--- src/hdl/rahfp_pkg.sv ---
// ----------------------------------------------------------------------------
// rahfp_pkg
// Shared constants, types and helpers for the ascii hex frame parser.
// ----------------------------------------------------------------------------
package rahfp_pkg;

  localparam int unsigned ByteW      = 8;
  localparam int unsigned IdW        = 32;
  localparam int unsigned StatusW    = 2;
  localparam int unsigned PosW       = 4;
  localparam int unsigned FrameBytes = 6;
  localparam int unsigned CheckBytes = 5;
  localparam int unsigned IdxW       = 3;
  localparam int unsigned InDataW    = 8;
  localparam int unsigned OutDataW   = 64;

  localparam logic [ByteW-1:0] StartByte = 8'h02;
  localparam logic [ByteW-1:0] EndByte   = 8'h03;
  localparam logic [ByteW-1:0] CharNine  = 8'h39;  // '9'
  localparam logic [ByteW-1:0] AlphaBias = 8'h37;  // '7'
  localparam logic [ByteW-1:0] DigitBias = 8'h30;  // '0'

  // frame position codes
  localparam logic [PosW-1:0] PosFirst = 4'd0;
  localparam logic [PosW-1:0] PosEnd   = 4'd12;
  localparam logic [PosW-1:0] PosWait  = 4'd15;

  // frame status codes
  localparam logic [StatusW-1:0] StValid    = 2'd0;
  localparam logic [StatusW-1:0] StBadEnd   = 2'd1;
  localparam logic [StatusW-1:0] StBadCheck = 2'd2;

  typedef struct packed {
    logic [ByteW-1:0]   received_check;
    logic [ByteW-1:0]   computed_check;
    logic [StatusW-1:0] frame_status;
    logic [ByteW-1:0]   customer_byte;
    logic [IdW-1:0]     card_id;
  } result_t;

  // ascii hex character to nibble value, 8-bit wrap, no validity check
  function automatic logic [ByteW-1:0] hex_value(input logic [ByteW-1:0] c);
    logic [ByteW-1:0] v;
    if (c > CharNine) begin
      v = c - AlphaBias;
    end else begin
      v = c - DigitBias;
    end
    return v;
  endfunction

endpackage

--- src/hdl/rahfp_assembler.sv ---
// ----------------------------------------------------------------------------
// rahfp_assembler
// Frame position tracking, nibble packing and end / checksum evaluation.
// ----------------------------------------------------------------------------
module rahfp_assembler (
  input  logic                              clk_i,
  input  logic                              rst_ni,
  input  logic                              step_i,
  input  logic [rahfp_pkg::ByteW-1:0]       byte_i,
  output logic                              res_pending_o,
  output logic [rahfp_pkg::PosW-1:0]        pos_o,
  output rahfp_pkg::result_t                res_o
);

  logic [rahfp_pkg::PosW-1:0]  pos_q, pos_d;
  logic [rahfp_pkg::ByteW-1:0] bytes_q [rahfp_pkg::FrameBytes];
  logic [rahfp_pkg::ByteW-1:0] hex_v;
  logic [rahfp_pkg::IdxW-1:0]  idx;
  logic                        in_frame;
  logic [rahfp_pkg::ByteW-1:0] chk;

  assign in_frame = (pos_q < rahfp_pkg::PosEnd);
  assign idx      = pos_q[rahfp_pkg::PosW-1:1];
  assign hex_v    = rahfp_pkg::hex_value(byte_i);

  always_comb begin
    pos_d = pos_q;
    if (in_frame) begin
      pos_d = pos_q + 4'd1;
    end else if (pos_q == rahfp_pkg::PosEnd) begin
      pos_d = rahfp_pkg::PosWait;
    end else if (byte_i == rahfp_pkg::StartByte) begin
      pos_d = rahfp_pkg::PosFirst;
    end else begin
      pos_d = rahfp_pkg::PosWait;
    end
  end

  always_ff @(posedge clk_i or negedge rst_ni) begin
    if (!rst_ni) begin
      pos_q <= rahfp_pkg::PosWait;
    end else if (step_i) begin
      pos_q <= pos_d;
    end
  end

  // even character writes the high nibble, odd one adds the low part
  always_ff @(posedge clk_i) begin
    if (step_i && in_frame) begin
      if (!pos_q[0]) begin
        bytes_q[idx] <= {hex_v[3:0], 4'h0};
      end else begin
        bytes_q[idx] <= bytes_q[idx] + hex_v;
      end
    end
  end

  always_comb begin
    chk = bytes_q[0];
    for (int i = 1; i < rahfp_pkg::CheckBytes; i++) begin
      chk = chk ^ bytes_q[i];
    end
  end

  always_comb begin
    res_o.card_id        = {bytes_q[1], bytes_q[2], bytes_q[3], bytes_q[4]};
    res_o.customer_byte  = bytes_q[0];
    res_o.computed_check = chk;
    res_o.received_check = bytes_q[5];
    if (byte_i != rahfp_pkg::EndByte) begin
      res_o.frame_status = rahfp_pkg::StBadEnd;
    end else if (chk != bytes_q[5]) begin
      res_o.frame_status = rahfp_pkg::StBadCheck;
    end else begin
      res_o.frame_status = rahfp_pkg::StValid;
    end
  end

  assign res_pending_o = (pos_q == rahfp_pkg::PosEnd);
  assign pos_o         = pos_q;

endmodule

--- src/hdl/rahfp_out_reg.sv ---
// ----------------------------------------------------------------------------
// rahfp_out_reg
// Result register driving the master-side stream.
// ----------------------------------------------------------------------------
module rahfp_out_reg (
  input  logic                               clk_i,
  input  logic                               rst_ni,
  input  logic                               load_i,
  input  rahfp_pkg::result_t                 res_i,
  output logic                               can_load_o,
  output logic                               m_axis_tvalid,
  input  logic                               m_axis_tready,
  output logic [rahfp_pkg::OutDataW-1:0]     m_axis_tdata
);

  logic               valid_q;
  rahfp_pkg::result_t res_q;

  assign can_load_o = !valid_q || m_axis_tready;

  always_ff @(posedge clk_i or negedge rst_ni) begin
    if (!rst_ni) begin
      valid_q <= 1'b0;
    end else if (can_load_o) begin
      valid_q <= load_i;
    end
  end

  always_ff @(posedge clk_i) begin
    if (can_load_o && load_i) begin
      res_q <= res_i;
    end
  end

  assign m_axis_tvalid = valid_q;
  assign m_axis_tdata  = {{(rahfp_pkg::OutDataW - $bits(rahfp_pkg::result_t)){1'b0}}, res_q};

endmodule

--- src/hdl/rfid_ascii_hex_frame_parser.sv ---
// ----------------------------------------------------------------------------
// rfid_ascii_hex_frame_parser
// Parses start / 12 ascii hex chars / end frames and checks the xor byte.
//
//   channel  dir  tdata (low bit up)                          per word
//   s_axis   in   rx_byte[7:0]                                one byte
//   m_axis   out  card_id, customer_byte, frame_status,       one frame result
//                 computed_check, received_check, zero pad
//
// one word per cycle unless a frame end waits on a full result register: input
// register, one pass of nibble / xor logic, result register.
// reset clears the position to waiting for start and empties both registers.
// a stalled m_axis holds its result while words that end no frame keep flowing;
// a word that completes a frame waits in the input register until the result
// register frees, and s_axis_tready stays low meanwhile.
// ----------------------------------------------------------------------------
module rfid_ascii_hex_frame_parser (
  input  logic                               clk_i,
  input  logic                               rst_ni,
  input  logic                               s_axis_tvalid,
  output logic                               s_axis_tready,
  input  logic [rahfp_pkg::InDataW-1:0]      s_axis_tdata,   // rx_byte[7:0]
  output logic                               m_axis_tvalid,
  input  logic                               m_axis_tready,
  // card_id[31:0], customer_byte[39:32], frame_status[41:40],
  // computed_check[49:42], received_check[57:50], zero[63:58]
  output logic [rahfp_pkg::OutDataW-1:0]     m_axis_tdata
);

  logic                        in_valid_q;
  logic [rahfp_pkg::ByteW-1:0] in_byte_q;
  logic                        advance;
  logic                        res_pending;
  logic                        can_load;
  logic [rahfp_pkg::PosW-1:0]  pos;
  rahfp_pkg::result_t          res;

  // a word that ends no frame moves on even when the result register is full
  assign advance       = in_valid_q && (!res_pending || can_load);
  assign s_axis_tready = !in_valid_q || advance;

  always_ff @(posedge clk_i or negedge rst_ni) begin
    if (!rst_ni) begin
      in_valid_q <= 1'b0;
    end else if (s_axis_tready) begin
      in_valid_q <= s_axis_tvalid;
    end
  end

  always_ff @(posedge clk_i) begin
    if (s_axis_tready && s_axis_tvalid) begin
      in_byte_q <= s_axis_tdata[rahfp_pkg::ByteW-1:0];
    end
  end

  rahfp_assembler u_assembler (
    .clk_i         (clk_i),
    .rst_ni        (rst_ni),
    .step_i        (advance),
    .byte_i        (in_byte_q),
    .res_pending_o (res_pending),
    .pos_o         (pos),
    .res_o         (res)
  );

  rahfp_out_reg u_out_reg (
    .clk_i         (clk_i),
    .rst_ni        (rst_ni),
    .load_i        (advance && res_pending),
    .res_i         (res),
    .can_load_o    (can_load),
    .m_axis_tvalid (m_axis_tvalid),
    .m_axis_tready (m_axis_tready),
    .m_axis_tdata  (m_axis_tdata)
  );

`ifndef SYNTHESIS
  a_pos_legal: assert property (@(posedge clk_i) disable iff (!rst_ni)
    (pos <= rahfp_pkg::PosEnd) || (pos == rahfp_pkg::PosWait))
    else $error("frame position left the legal range");

  a_end_returns_wait: assert property (@(posedge clk_i) disable iff (!rst_ni)
    (advance && res_pending) |=> (pos == rahfp_pkg::PosWait))
    else $error("frame end did not return to waiting for start");

  a_held_word: assert property (@(posedge clk_i) disable iff (!rst_ni)
    (in_valid_q && !advance) |=> (in_valid_q && $stable(in_byte_q)))
    else $error("stalled input word was lost or changed");

  a_result_visible: assert property (@(posedge clk_i) disable iff (!rst_ni)
    (advance && res_pending) |=> m_axis_tvalid)
    else $error("finished frame did not reach the output");
`endif

endmodule
--- config.mk ---
export PLATFORM = sky130hd
export DESIGN_NAME = rfid_ascii_hex_frame_parser
export DESIGN_NICKNAME = d
export VERILOG_FILES = /design/src/hdl/rahfp_pkg.sv /design/src/hdl/rahfp_assembler.sv /design/src/hdl/rahfp_out_reg.sv /design/src/hdl/rfid_ascii_hex_frame_parser.sv
export SDC_FILE = /design/constraint.sdc
export NUM_CORES = 1
export LEC_CHECK = 0
export ABC_AREA = 1
export ABC_CLOCK_PERIOD_IN_PS = 4000
export BUFFER_PORTS_ARGS = -buffer_cell sky130_fd_sc_hd__buf_4
export CORE_MARGIN = 2
export CORE_UTILIZATION = 40
export CTS_CLUSTER_SIZE = 10
export DETAILED_ROUTE_END_ITERATION = 10
export GPL_TIMING_DRIVEN = 0
export PLACE_DENSITY = 0.57
export SYNTH_ARGS = -nofsm -noshare
export SYNTH_HDL_FRONTEND = slang
export SYNTH_SLANG_ARGS = --single-unit
export TNS_END_PERCENT = 5
--- constraint.sdc ---
create_clock -name clk_i -period 4 [get_ports clk_i]
set_input_delay 0.8 -clock clk_i [delete_from_list [all_inputs] [get_ports clk_i]]
set_output_delay 0.8 -clock clk_i [all_outputs]
set_load 0.1 [all_outputs]
**Word level (Yosys, flattened, before mapping)**

Memories as Yosys holds them, arrays and structs flattened.
Cells that the tools add are included.

- Memories: 1
- Bits of input ports: 12
- RAM bits: 48
- Register bits after elaboration: 72
- Output and inout port bits: 66
- Word-level logic and storage cells: 48

- Multiplexer cells: 12
- Reduce and logical (&&, ||, !) cells: 11
- Eq/ne operators: 4
- $add $sub $neg: 4
- Order comparisons: 2
- Bitwise operators: 5

Memories:

| memory | words | width | rd ports | clocked after Yosys merged registers in | write ports | line | text |
|---|---|---|---|---|---|---|---|
| u_assembler.bytes_q | 6 | 8 | 7 | 0 | 1 | rahfp_assembler.sv:16 | `logic [rahfp_pkg::ByteW-1:0] bytes_q [rahfp_pkg::FrameBytes];` |

Operator list:

| kind | count |
|---|---|
| XOR 8 bit | 4 |
| two-way mux 8 bit | 2 |
| subtractor 8 x 6 -> 8 bit, second input constant | 2 |
| two-way mux 4 bit | 3 |
| adder 8 bit | 1 |
| == test 8 x 2 -> 1 bit, second input constant | 1 |
| greater-than comparator 8 x 6 -> 1 bit, second input constant | 1 |
| inequality test 8 x 2 -> 1 bit, second input constant | 1 |
| inequality test 8 bit | 1 |
| two-way mux 1 bit | 6 |
| logical AND 1 bit | 5 |
| adder 4 x 1 -> 4 bit, second input constant | 1 |
| == test 4 bit, second input constant | 1 |
| < comparator 4 bit, second input constant | 1 |
| logical NOT 1 bit | 3 |
| logical OR 1 bit | 3 |
| two-way mux 2 bit | 1 |
| bitwise OR 1 bit | 1 |

**Depth between registers and ports, before layout**

Gate-level depths: netlist of run 1.

- Depth after elaboration: 8
- Mapped depth: 17
- Mapped depth without buffers: 16

**By module**

Synthesis of run 1 repeated with hierarchy kept, for this count alone.

- Cell total of the unflattened synthesis: 557
- Area, all modules: 6211.0 um2

By module, submodules not included:

| module | times used | sequential area each (um2) | cells each | area an instance (um2) |
|---|---|---|---|---|
| rahfp_assembler | 1 | 2026.9 | 468 | 4065.1 |
| rahfp_out_reg | 1 | 1766.7 | 71 | 1835.5 |
| rfid_ascii_hex_frame_parser | 1 | 265.3 | 18 | 310.3 |

**Worst setup path before layout of run 1**

OpenSTA, ideal clock, no wires.

- Kind: reg-to-reg
- Start: register u_assembler.pos_q (netlist bit u_assembler.pos_o[1])
- End: register, netlist name u_out_reg.m_axis_tdata[0]
- Data required time: 3.588 ns
- Period minus slack after synthesis: 2.998 ns
- Data arrival time: 2.586 ns
- Path slack: 1.002 ns
- Buffers on the path: 1
- Library setup time: 0.412 ns
- Stages on the path, launching flop included: 9
- Cells stage by stage: dfstp_2 > inv_2 > clkbuf_1 > ha_1 > nand2_2 > nor3_4 > nor2_4 > nand3_1 > inv_1

- Word-level cells in the longest chain between the ends: 6

RTL lines:

| element | line | text |
|---|---|---|
| from (decl) | rahfp_assembler.sv:15 | `logic [rahfp_pkg::PosW-1:0] pos_q, pos_d;` |
| from (signal assigned) | rahfp_assembler.sv:41 | `pos_q <= rahfp_pkg::PosWait;` |
| from (signal assigned) | rahfp_assembler.sv:43 | `pos_q <= pos_d;` |
| == test 4 bit * | rahfp_assembler.sv:79 | `assign res_pending_o = (pos_q == rahfp_pkg::PosEnd);` |
| logical NOT 1 bit | rfid_ascii_hex_frame_parser.sv:39 | `assign advance = in_valid_q && (!res_pending \|\| can_load);` |
| logical OR 1 bit | rfid_ascii_hex_frame_parser.sv:39 |  |
| logical AND 1 bit | rfid_ascii_hex_frame_parser.sv:39 |  |
| logical AND 1 bit * | rfid_ascii_hex_frame_parser.sv:69 | `.load_i (advance && res_pending),` |
| logical AND 1 bit * | rahfp_out_reg.sv:30 | `if (can_load_o && load_i) begin` |

Mark *: on every way between the ends. The rest lies on a longest branch, timed or not.
A chain may end at the register's enable or synchronous reset.

**Worst setup path after layout of run 1**

- Start: register u_assembler.pos_q (netlist bit u_assembler.pos_o[1])
- End: memory u_assembler.bytes_q[7][6] (netlist bit) (data pin)

- Word-level cells in the longest chain between the ends: 8
- Elaborated cells between the ends (all ways): 11
- Those cells by class: 1 x add/sub; 1 x order compare; 1 x eq/ne; 3 x mux; 4 x reduce/logical; 1 x memory

RTL lines:

| element | line |
|---|---|
| parallel branches: the longest is 7 deep, another holds memory (6 x 8 bit) | n/a |
| two-way mux 8 bit (no line) * | n/a |
| to (decl) | rahfp_assembler.sv:16 |

Mark *: on every way between the ends.

==> PnR_summary.wiki, run 1 <==
{| class="wikitable"
! Metric !! Value
|-
| Syn Std Cell Area || 0.00620 mm2
|-
| Number of flip-flops and latches in the synthesized netlist || 136
|-
| Synthesized netlist cell count || 557
|-
| Leakage power total || 0.00333 uW
|-
| Headroom to the max-slew limit || 14.1%
|-
| Number of buffer and inverter instances along the worst setup path || 2
|-
| Worst-margin pin slew || 1.28 ns
|-
| Worst ir drop on vdd || 0.375 mV
|-
| Type of the worst min-delay path || input pin to async pin
|-
| FFs w/ async S/R, synth || 4.41%
|-
| Clock transition time at the flip-flop clock pins of the worst setup and hold paths || 0.06 ns
|-
| Fraction of layout cells with a size suffix above 1 || 19.6%
|-
| Number of placed I/O pins || 78
|-
| Max_cap viols || 0
|-
| Number of slew-limit violations in the final report || 0
|-
| Number of global-route vias before repair || 3942
|-
| Launching element type of the critical path || flip-flop
|-
| Seq/Total Area, Yosys || 65.4%
|-
| Post-route fraction of the period consumed by the critical path || 90.0%
|-
| Total design power || 5390 uW
|-
| Ant. Diodes || 0
|-
| WP data arrival || 3.72 ns
|-
| Root buffer cell || clkbuf_16
|-
| Most common cell on crit path || nand3_1
|-
| Effective utilization at floorplan || 40.8%
|-
| Required time worst endpoint || 4.12 ns
|-
| Worst Skew || 0.0159 ns
|-
| Category of the worst setup path capture point || flip-flop
|-
| Insertion delay to the later sink of the worst-skew pair || 0.43 ns
|-
| Pin count of the biggest net entering global routing || 43
|-
| # resized after CTS || 0
|-
| Die height || 129 um
|-
| Count of buffers inserted at the top-level ports || 71
|-
| Placed cell count || 838
|-
| Most common cell after layout, fill and taps aside || nand2_1
|-
| Post-synthesis average cell area || 11.1 um2
|-
| Cells along the critical path || inv_2 -> clkbuf_1 -> o21ai_0 -> o21ai_1 -> a221oi_1 -> nand4_1 -> ha_1 -> fa_1 -> nand3_1 -> nand3_1 -> a21o_1 -> a21oi_1 -> nand2_1 -> nand3_1 -> nand2_1
|-
| Drt via density || 4.83
|-
| Depth of the worst register-to-register path || 15
|-
| Die X || 129 um
|-
| Total Wirelength || 13.2 mm
|-
| P&R area growth vs syn || 24.6%
|-
| GRT overflow || 0
|-
| Sum of negative setup slack || 0 ns
|-
| Die area || 0.0165 mm2
|-
| DRC Markers || 0
|-
| Slowest cell on crit path || dfstp_2
|-
| Router iterations before antenna repair || 4
|-
| Routed length per instance || 15.1 um
|-
| Kind of critical path || flip-flop to flip-flop
|-
| Dominant synthesized flop cell || edfxtp_1
|-
| Antenna violations before repair || 0
|-
| Number of buffers inserted during clock tree synthesis || 17
|-
| Critical path's top delay family || compound AO/OA/AOI/OAI gates
|-
| Final hold violations || 0
|-
| Warning count from the yosys run || 0
|-
| Net count, final || 698
|-
| Final-report setup violation count || 0
|-
| Core Box Area || 0.0152 mm2
|-
| Number of placement rows || 45
|-
| Iteration-0 DRC count of the detailed router || 233
|-
| Final Critical Period || 3.60 ns
|-
| Buffer count from post-CTS setup fixing || 0
|-
| Routability cong. || 0.900
|-
| Global-route total usage across every layer || 16.8%
|-
| Fmax || 0.278 GHz
|-
| First-pass GRT wire length || 20.4 mm
|-
| Final std cells w/o fill || 870
|-
| Power density over the cells || 698 mW/mm2
|-
| Crit-path max cell delay || 0.60 ns
|-
| Total clock sinks || 136
|-
| EDFF count, synth || 130
|-
| Clock H-tree levels || 4
|-
| Stages on worst setup path || 15
|-
| Clock tree from TritonCTS || yes
|-
| Standard cell area after detailed placement || 0.00707 mm2
|-
| Run status || finished, final reports clean
|-
| Number of vias in the routed layout || 4201
|-
| Most used cells in the layout excluding fill and tap cells || nand2_1 (152), edfxtp_1 (130), buf_4 (77)
|-
| Unrepaired setup endpoints after global routing || false
|-
| Number of buffers inserted for hold repair after clock tree synthesis || 0
|-
| Post-synth cell types || 40
|-
| Buffer levels on the longest clock path || 2
|-
| Cell area after layout || 0.00773 mm2
|-
| Crit Path Max Fanout || 10
|-
| Detailed placer's ending HPWL || 9.25 mm
|-
| Remaining number of nets flagged by the antenna check after routing || 0
|-
| Final core utilization || 50.8%
|}
worst register-to-register path, cell delays in order (launching register included):
cell	delay (ns)
dfstp_2	0.60
inv_2	0.10
clkbuf_1	0.29
o21ai_0	0.25
o21ai_1	0.09
a221oi_1	0.22
nand4_1	0.19
ha_1	0.28
fa_1	0.40
nand3_1	0.09
nand3_1	0.12
a21o_1	0.19
a21oi_1	0.15
nand2_1	0.07
nand3_1	0.08
nand2_1	0.17
layout make-up:
class	instances	area [um2]
timing repair buffer	72	553
tap	188	235
buffer	10	70.1
fill	1377	7470
clock buffer	18	429
inverter	69	269
multi-input combinational	363	1880
clock inverter	14	229
sequential	136	4060
flip-flops by register name (all words and copies together) (netlist names):
name,cells
in_byte_q,8
u_out_reg.m_axis_tvalid,1
u_assembler.bytes_q,64
in_valid_q,1
u_out_reg.m_axis_tdata,58
u_assembler.pos_o,4
routing by layer:
layer / global-route usage (%) / part of all wire (%) / vias to the layer above
li1: - / - / 2104
met1: 20.7 / 43 / 1986
met2: 27.9 / 51 / 103
met3: 4.74 / 5.3 / 8
met4: 7.10 / 0.79 / 0
met5: 0 / 0 / -
synth_stat cells (2+ instances only):
library cell,instances,area share (%)
nand3b_1,6,0.73
nand3_1,43,3.5
o21ai_1,3,0.24
inv_1,61,3.7
nand2_1,152,9.2
xnor2_1,7,0.99
a21oi_1,10,0.81
o211ai_1,3,0.36
buf_2,2,0.16
nor2_1,39,2.4
inv_2,4,0.24
a221oi_1,6,0.85
nand4_1,7,0.71
or2_2,2,0.20
inv_4,4,0.40
nor2_4,2,0.36
o21ai_0,14,1.1
buf_4,6,0.73
xor2_1,12,1.7
dfrtp_1,2,0.81
edfxtp_1,130,63
o22ai_1,6,0.61
ha_1,16,3.2
dfstp_2,4,1.7
power by group:
part	total, uW	switching, uW	leakage, uW	internal (uW)
Combinational	1710	1260	0.00175	451
Clock	1740	582	0.000309	1160
Sequential	1940	87.2	0.00127	1850
Total	5390	1930	0.00333	3460
path summary, 6_finish.rpt:
path,from,endpoint,slack [ns]
setup / recovery,u_assembler.pos_o[1],u_assembler.bytes_q[7][6],0.40
hold / removal,rst_ni,in_valid_q,0.16
setup reg to reg,u_assembler.pos_o[1],u_assembler.bytes_q[7][6],0.40
hold reg to reg,u_assembler.bytes_q[2][1],u_out_reg.m_axis_tdata[17],0.48
max in group asynchronous,rst_ni,u_assembler.pos_o[2],3.63
min in group clk_i,u_assembler.bytes_q[2][1],u_out_reg.m_axis_tdata[17],0.48
through the flow:
stage	worst slack (ns)	hold WS [ns]
2_1_floorplan	1.00	0.450
3_3_place_gp	0.194	0.469
3_5_place_dp	0.377	0.462
4_1_cts	0.341	0.151
5_1_grt	0.148	0.153
6_report	0.400	0.164
cells by family (layout without fill, tap and decap cells):
group / Yosys count / in the layout / synth area share [%]
AND/OR/NAND/NOR: 258 / 258 / 18.2
flip-flops: 136 / 136 / 65.4
buffers and inverters: 79 / 183 / 5.47
AO/OA/AOI/OAI: 47 / 47 / 4.64
XOR/XNOR: 19 / 19 / 2.68
adder cells (fa/ha/maj): 17 / 17 / 3.55
other: 1 / 22 / 0.0605
Power figures use the tool's default switching activity.
==> run 2: changes to the inputs <==
- PLACE_DENSITY: 0.57 -> unset
==> run 2 against run 1 <==
  * Combinational power barely moved
  * Clock skew decreased by 0.0088 ns
  * Wire length is 2.5% lower
  * Critical path depth unchanged
  * Clock-buffer cell count rose by 2
  * Final cell count unchanged
  * Flip-flop and latch count stayed put
  * Largest cell class unchanged
==> PnR_summary.wiki, run 2 (synthesis gave the netlist of run 1 again) <==
{| class="wikitable"
! Metric !! Value
|-
| Run status || finished, final reports clean
|-
| Final Critical Period || 3.55 ns
|-
| Ant. Diodes || 0
|-
| Worst ir drop on vdd || 0.363 mV
|-
| Category of the worst setup path capture point || flip-flop
|-
| Router iterations before antenna repair || 5
|-
| Most common cell after layout, fill and taps aside || nand2_1
|-
| Detailed placer's ending HPWL || 9.11 mm
|-
| Effective utilization at floorplan || 40.8%
|-
| Final std cells w/o fill || 870
|-
| Worst Skew || 0.00714 ns
|-
| Final core utilization || 50.3%
|-
| Unrepaired setup endpoints after global routing || false
|-
| Cells along the critical path || inv_2 -> clkbuf_1 -> o21ai_0 -> o21ai_1 -> a221oi_1 -> nand4_1 -> ha_1 -> fa_1 -> nand3_1 -> nand3_1 -> a21o_1 -> a21oi_1 -> nand2_1 -> nand3_1 -> nand2_1
|-
| Slack of the critical path || 0.449 ns
|-
| Buffer levels on the longest clock path || 2
|-
| Die height || 129 um
|-
| Clock transition time at the flip-flop clock pins of the worst setup and hold paths || 0.06 ns
|-
| Routed length per instance || 14.7 um
|-
| Worst setup endpoint || u_assembler.bytes_q[3][6]
|-
| Antenna violations before repair || 0
|-
| Total clock sinks || 136
|-
| Core Box Area || 0.0152 mm2
|-
| Number of buffers inserted for hold repair after clock tree synthesis || 0
|-
| Max_cap viols || 0
|-
| Headroom to the max-slew limit || 14.3%
|-
| Critical path's top delay family || compound AO/OA/AOI/OAI gates
|-
| Setup slack at placement || 0.453 ns
|-
| Clock H-tree levels || 4
|-
| Worst-margin pin slew || 1.28 ns
|-
| Kind of critical path || flip-flop to flip-flop
|-
| Die X || 129 um
|-
| WP data arrival || 3.68 ns
|-
| Crit-path max cell delay || 0.61 ns
|-
| Number of global-route vias before repair || 4002
|-
| Largest register FFs || 64
|-
| Insertion delay to the later sink of the worst-skew pair || 0.42 ns
|-
| Stages on worst setup path || 15
|-
| Net count, final || 698
|-
| Number of placed I/O pins || 78
|-
| Pin count of the biggest net entering global routing || 43
|-
| Iteration-0 DRC count of the detailed router || 293
|-
| Root buffer cell || clkbuf_16
|-
| Required time worst endpoint || 4.13 ns
|-
| Remaining number of nets flagged by the antenna check after routing || 0
|-
| Number of slew-limit violations in the final report || 0
|-
| Timing startpoint of the critical path || u_assembler.pos_o[1]
|-
| Worst hold margin || 0.173 ns
|-
| Global-route total usage across every layer || 16.2%
|-
| Fraction of layout cells with a size suffix above 1 || 18.8%
|-
| Most flops, register || u_assembler.bytes_q
|-
| DRC Markers || 0
|-
| Most common cell on crit path || nand3_1
|-
| Drt via density || 4.88
|-
| Placed cell count || 838
|-
| Final hold violations || 0
|-
| Number of buffer and inverter instances along the worst setup path || 2
|-
| # resized after CTS || 0
|-
| Most used cells in the layout excluding fill and tap cells || nand2_1 (152), edfxtp_1 (130), buf_4 (77)
|-
| Type of the worst min-delay path || input pin to async pin
|-
| Number of vias in the routed layout || 4245
|-
| Die area || 0.0165 mm2
|-
| Power density over the cells || 674 mW/mm2
|-
| Sum of negative setup slack || 0 ns
|-
| Fmax || 0.282 GHz
|-
| Depth of the worst register-to-register path || 15
|-
| R2r endpoint || u_assembler.bytes_q[3][6]
|-
| P&R area growth vs syn || 23.2%
|-
| Crit Path Max Fanout || 10
|-
| Routability cong. || 0.940
|-
| FF-to-FF Start || u_assembler.pos_o[1]
|-
| Slack of the worst reg-to-reg path || 0.45 ns
|-
| Post-route fraction of the period consumed by the critical path || 88.8%
|-
| First-pass GRT wire length || 20.0 mm
|-
| Leakage power total || 0.00330 uW
|-
| Number of placement rows || 45
|-
| Clock tree from TritonCTS || yes
|-
| Number of buffers inserted during clock tree synthesis || 17
|-
| Final-report setup violation count || 0
|-
| GRT overflow || 0
|-
| Total Wirelength || 12.8 mm
|-
| Slowest cell on crit path || dfstp_2
|-
| Count of buffers inserted at the top-level ports || 71
|-
| Buffer count from post-CTS setup fixing || 0
|-
| Launching element type of the critical path || flip-flop
|}
==> run 2: changes by cell type in the layout (fill, tap and decap cells not counted), sizes merged <==
| cell | change |
|---|---|
| bufinv | -3 |
| clkbuf | +2 |
| clkinv | +5 |
| clkinvlp | -4 |
==> run 2: per-stage QoR <==
step | total power, uW | cell area (um2)
final | 5150 | 7640
after global routing | 5420 | 7640
after CTS | 5200 | 7640
after detailed placement | 3670 | 7070
after global placement | 3630 | 7050
after floorplan | 3260 | 6280
==> run 2: where the power goes <==
group	internal, uW	leakage (uW)	total, uW	switching [uW]
Sequential	1850	0.00127	1940	88.9
Clock	964	0.000279	1510	549
Combinational	452	0.00175	1700	1250
Total	3270	0.00330	5150	1890
==> run 2: how the worst min path moves through the flow <==
| stage | startpoint | end | slack, ns |
|---|---|---|---|
| 2_1_floorplan | u_assembler.bytes_q[2][1] | u_out_reg.m_axis_tdata[17] | 0.45 |
| 3_3_place_gp | u_assembler.bytes_q[2][6] | u_out_reg.m_axis_tdata[22] | 0.47 |
| 3_5_place_dp | u_assembler.bytes_q[2][5] | u_out_reg.m_axis_tdata[21] | 0.47 |
| 4_1_cts | rst_ni | u_out_reg.m_axis_tvalid | 0.15 |
| 5_1_grt | rst_ni | in_valid_q | 0.16 |
| 6_report | rst_ni | in_valid_q | 0.17 |
==> run 2: layout make-up <==
type                       count  area, um2
timing repair buffer          72        553
multi-input combinational    363       1880
clock buffer                  20        437
fill                        1340       7560
inverter                      69        269
sequential                   136       4060
buffer                        10       70.1
clock inverter                12        133
tap                          188        235
==> run 2: worst reg2reg max path, delay by kind of cell, from the launching register on <==
kind | cells | cell delay, ns
DFF | 1 | 0.61
adders and majority gates | 2 | 0.67
buffers and inverters | 2 | 0.40
and+or+nand+nor | 6 | 0.71
AOI/OAI and AO/OA | 5 | 0.87
==> run 2: per-layer routing <==
layer	track usage, %	share of wire [%]	vias up
li1	-	-	2099
met4	7.80	2.8	0
met1	19.9	44	1996
met5	0	0	-
met3	5.45	5.4	29
met2	26.1	48	121
